**config.mk**
```make
export PLATFORM = sky130hd
export DESIGN_NAME = ile_cell
export DESIGN_NICKNAME = d
export VERILOG_FILES = /design/src/rtl/ile_pkg.sv /design/src/rtl/ile_cell.sv
export SDC_FILE = /design/constraint.sdc
export NUM_CORES = 1
export LEC_CHECK = 0
export ABC_AREA = 1
export BUFFER_PORTS_ARGS = -buffer_cell sky130_fd_sc_hd__buf_2
export CORE_MARGIN = 2
export CORE_UTILIZATION = 38
export CTS_BUF_LIST = sky130_fd_sc_hd__clkbuf_4
export CTS_CLUSTER_DIAMETER = 150
export DETAILED_ROUTE_END_ITERATION = 8
export GPL_ROUTABILITY_DRIVEN = 0
export PLACE_DENSITY = 0.82
export SYNTH_ARGS = -nofsm -noshare
export SYNTH_HDL_FRONTEND = slang
export SYNTH_SLANG_ARGS = --single-unit
```
**constraint.sdc**
```tcl
create_clock -name clk -period 2.1 [get_ports clk]
set_input_delay 0.21 -clock clk [delete_from_list [all_inputs] [get_ports clk]]
set_output_delay 0.21 -clock clk [all_outputs]
set_load 0.02 [all_outputs]
```
**src/rtl/ile_pkg.sv**
```systemverilog
// shared types and codes for the indexed list engine
// no dependencies
package ile_pkg;

  typedef enum logic [2:0] {
    OP_GET    = 3'd0,
    OP_HEAD   = 3'd1,
    OP_TAIL   = 3'd2,
    OP_INDEX  = 3'd3,
    OP_DELETE = 3'd4
  } op_t;

  typedef enum logic [1:0] {
    ST_DONE   = 2'd0,
    ST_BADPOS = 2'd1,
    ST_FULL   = 2'd2
  } status_t;

  localparam logic [31:0] NO_VALUE = 32'hFFFF_FFFF;

  // per-cycle command broadcast along the cell row
  typedef struct packed {
    logic ins;
    logic del;
    logic get;
  } cell_ctl_t;

endpackage

```
**src/rtl/ile_cell.sv**
```systemverilog
// one list slot: holds an element and shifts with its neighbors on insert/delete
// depends on ile_pkg
module ile_cell import ile_pkg::*; #(
  parameter int CW  = 7,
  parameter int IDX = 0
) (
  input  logic          clk,
  input  cell_ctl_t     ctl,
  input  logic [CW-1:0] at,
  input  logic [31:0]   item_value,
  input  logic [31:0]   left_val,
  input  logic [31:0]   right_val,
  output logic [31:0]   val_o,
  output logic [31:0]   rd_o
);

  localparam logic [CW-1:0] IDX_C = CW'(IDX);

  logic [31:0] val_r;
  logic        at_or_above;
  logic        at_here;

  assign at_or_above = (IDX_C >= at);
  assign at_here     = (IDX_C == at);

  always_ff @(posedge clk) begin
    if (ctl.ins && at_or_above) begin
      val_r <= at_here ? item_value : left_val;
    end else if (ctl.del && at_or_above) begin
      val_r <= right_val;
    end
  end

  assign val_o = val_r;
  assign rd_o  = (ctl.get && at_here) ? val_r : '0;

endmodule
```
# --- Word level (Yosys, flattened, before mapping) ---
# Index checks and enable logic that the tools add are counted.
totals:
  reg_bits: 32
  word_cells: 11
op_classes:
  n_lt_le_gt_ge: 1
  mux: 4
  reduce_logical: 5
op_table:
  columns: ["operator", "n"]
  rows:
  - ["32-bit 2-to-1 mux", 4]
  - ["1-bit by 7-bit >= comparator with 1-bit output (first input constant)", 1]
  - ["7-bit logical NOT", 1]
  - ["1-bit logical AND", 3]
  - ["2-bit nonzero test", 1]

# --- Depth between registers and ports, before layout ---
logic_depth:
  word_depth: 4
  ltp_mapped: 7
  ltp_nobuf: 6

# --- Worst setup path before layout ---
# No wires, ideal clock.
synth_path:
  kind: "input -> register"
  from: "input port at[6]"
  to: "register val_r[0] (netlist: val_o[0]) (enable)"
  setup_ps: 391
  t_arrival_ps: 1510
  required_ps: 1709
  slack_ps: 199
  path_stages: 5
  cell_sequence: "nor2_1 nand2_1 nor2_4 buf_4 o21a_1"
synth_via:
  elab_chain_cells: 3
  word_cells_on_any_way: 4
  classes_between: "order compare: 1; reduce/logical: 3"
synth_lines:
  columns: ["item", "line_no", "text"]
  rows:
  - ["from (decl)", "ile_cell.sv:9", "input logic [CW-1:0] at,"]
  - ["1-bit by 7-bit >= comparator with 1-bit output *", "ile_cell.sv:23", "assign at_or_above = (IDX_C >= at);"]
  - ["1-bit logical AND (on tied branches)", "ile_cell.sv:27, ile_cell.sv:29", null]
  - ["2-bit nonzero test (no source line) *", null, null]
  - ["to (signal assigned)", "ile_cell.sv:28", "val_r <= at_here ? item_value : left_val;"]
  - ["to (signal assigned)", "ile_cell.sv:30", "val_r <= right_val;"]
  - ["to (decl)", "ile_cell.sv:19", "logic [31:0] val_r;"]
# Mark *: on every way between the ends. The rest lies on a longest branch, timed or not.
# A chain may end at the register's enable or synchronous reset.

# --- Worst setup path in the final report ---
layout_path:
  from: "input port at[6]"
  to: "output port rd_o[11]"
layout_via:
  elab_chain_cells: 3
layout_lines:
  columns: ["item", "line_no", "text"]
  rows:
  - ["7-bit logical NOT", "ile_cell.sv:24", "assign at_here = (IDX_C == at);"]
  - ["1-bit logical AND", "ile_cell.sv:35", "assign rd_o = (ctl.get && at_here) ? val_r : '0;"]
  - ["32-bit 2-to-1 mux", "ile_cell.sv:35", null]
  - ["to (decl)", "ile_cell.sv:14", "output logic [31:0] rd_o"]
# Every way passes these cells.

==> results.toml <==
[sta]
drv_slew = 0
fin_setup_tns_ns = 0
tightest_slew_ns = 0.606
period_minus_slack_ns = 1.62
holdWs_ns = 0.147
max_slew_margin_pct = 59.4
rsz0062_at_grt = "false"
finalHoldViolCount = 0
fin_crit_sh_pct = 77.3
max_freq_ghz = 0.616
setup_viol = 0
fin_ws_ns = 0.477

[power_and_ir_drop]
power_frac_seq_pct = 59.6
p_comb_share_pct = 11.0
cellLeakagePower_uw = 0.00151
vdd_drop_max_mv = 0.264
clockPowerShare_pct = 29.5
p_per_area_nw_per_um2 = 465
p_sw_uw = 259
switching_share_pct = 21.8
p_int_uw = 928

[yosys]
netlist_instances = 224
synth_top_family_by_area = "simple AND/OR/NAND/NOR gates"
synth_top_area_share_pct = 54.1
synthAdderAreaFrac_pct = 0
synth-seq-cells = 32
ys_top_cells_by_count = "nand2_1, inv_1, nor2_1"
synthSimpleGateAreaFrac_pct = 32.5
synth_xor_area_share_pct = 0
synth-compound-area-share_pct = 0.423
netlist_top_cells_area = "edfxtp_1, nand2_1, nand3_1"
synth.yosys.seq_area_share_pct = 54.1
ys_types = 12
synth_mux_area_share_pct = 0
synth_nets = 331
yosysTopAreaCell = "edfxtp_1"
syn_area_per_cell_sq_um = 7.93
synth.most_common_cell = "nand2_1"
async_reset_ff_share_pct = 0
synth_edf_count = 32
syn_area_sq_um = 1780
yosysWarnings = 0
ys.flop_type = "edfxtp_1"

[final_layout]
largest_register_ff_count = 32
postLayoutCellArea_sq_um = 2550
final_net_count = 470
final_cells = 416
diodes = 0
num-fill-cells = 400
drive_above_1_share_pct = 42.3
area_growth_pct = 43.7

[placed_design]
post-place-cells = 408
place_area_sq_um = 2500
post-place-ws_ns = 0.428
io_buffer_count = 138
hpwl_um = 3840

[clock_tree]
ctsLongestPathBuffers = 2
cts_resized = 0
cts_tree = "built"
cts_sinks = 32
root_buffer = "clkbuf_4"
numCtsBuffers = 5
clkTransAtPathRegs_ns = 0.10
hold_buffers = 0
ctsHtreeMaxLevel = 2
postCtsSetupBuffers = 0

[critical_path]
cp-start-kind = "input pin"
crit_type = "input pin to primary output"
end_kind = "primary output"
worstPathArrival_ns = 1.41
critical_path_required_ns = 1.89
cp_max_fo = 32

[route]
drt_wl_total_um = 4860
wl_per_cell_um = 11.7
vias_per_cell = 4.53
ant_nets = 0
route.vias.total = 1885
drc = 0
first_pass_iters = 4
drt_iter0_drc = 87

[die]
core_sq_um = 4410
num_io_pins = 171
start_util_pct = 40.2
die-area_sq_um = 5240
fp-row-count = 24
die_y_um = 72.4
die-width_um = 72.4

[global_routing]
grt_pass1_wl_um = 7370
grt_max_degree = 33
overflow = 0
antenna_found_initial = 0
grt_pass1_vias = 1724
grt.total_usage_pct = 18.4

[worst_hold_path]
hold_path.class = "input pin to flop"
hold_depth = 3

[job]
cap_violations = 0

[outcome]
outcome = "completed"
## stage by stage
stage | utilization (%) | power [uW]
final | 57.9 | 1190
after global routing | 57.9 | 1250
after CTS | 57.9 | 1200
after detailed placement | 56.6 | 853
after global placement | 56.6 | 847
after floorplan | - | 772
## kinds of logic (layout without fill, tap and decap cells)
group | count (synthesis) | in the layout
buf+inv | 51 | 191
compound gates | 1 | 1
simple gates | 140 | 140
flops | 32 | 32
## critical path: stages
cell     delay, ns
buf_2         0.10
nor2_1        0.10
nand2_1       0.09
nor2_4        0.14
nand2_2       0.35
nor2_1        0.21
buf_2         0.19
## layout by cell type (no fill, tap or decap), drive strengths merged
| cell type | instances |
|---|---|
| edfxtp | 32 |
| nand2 | 69 |
| inv | 38 |
| nor2 | 37 |
| buf | 145 |
| clkbuf | 7 |
| nand3 | 34 |
| o21a | 1 |
| clkinv | 1 |
## metal layers
metal  vias to the layer above  global-route usage [%]  wire length [um]
li1                        967                       -                 -
met1                       822                    19.6              1850
met2                        85                    34.3              2560
met3                        11                    4.58               342
met4                         0                    7.61               113
met5                         -                       0                 0
## layout make-up
class | instances | area (sq um) | area share [%]
clock inverters | 1 | 3.75 | 0.147
inverters | 38 | 143 | 5.59
multi-input cells | 141 | 586 | 22.9
flip-flops and latches | 32 | 961 | 37.6
clock buffers | 7 | 52.6 | 2.06
repair buffers | 145 | 743 | 29.1
well taps | 52 | 65.1 | 2.55
## worst paths after layout
path	slack [ns]	endpoint	startpoint
hold / removal	0.15	val_o[8]	right_val[8]
setup / recovery	0.48	rd_o[11]	at[6]
## power by group through the flow
stage,Combinational (uW),Clock [uW],Sequential (uW)
after floorplan,46.0,0,726
after global placement,126,0,722
after detailed placement,131,0,722
after CTS,131,362,707
after global routing,147,396,708
final,130,350,707
Note: power is estimated with default switching activity, not from simulation.
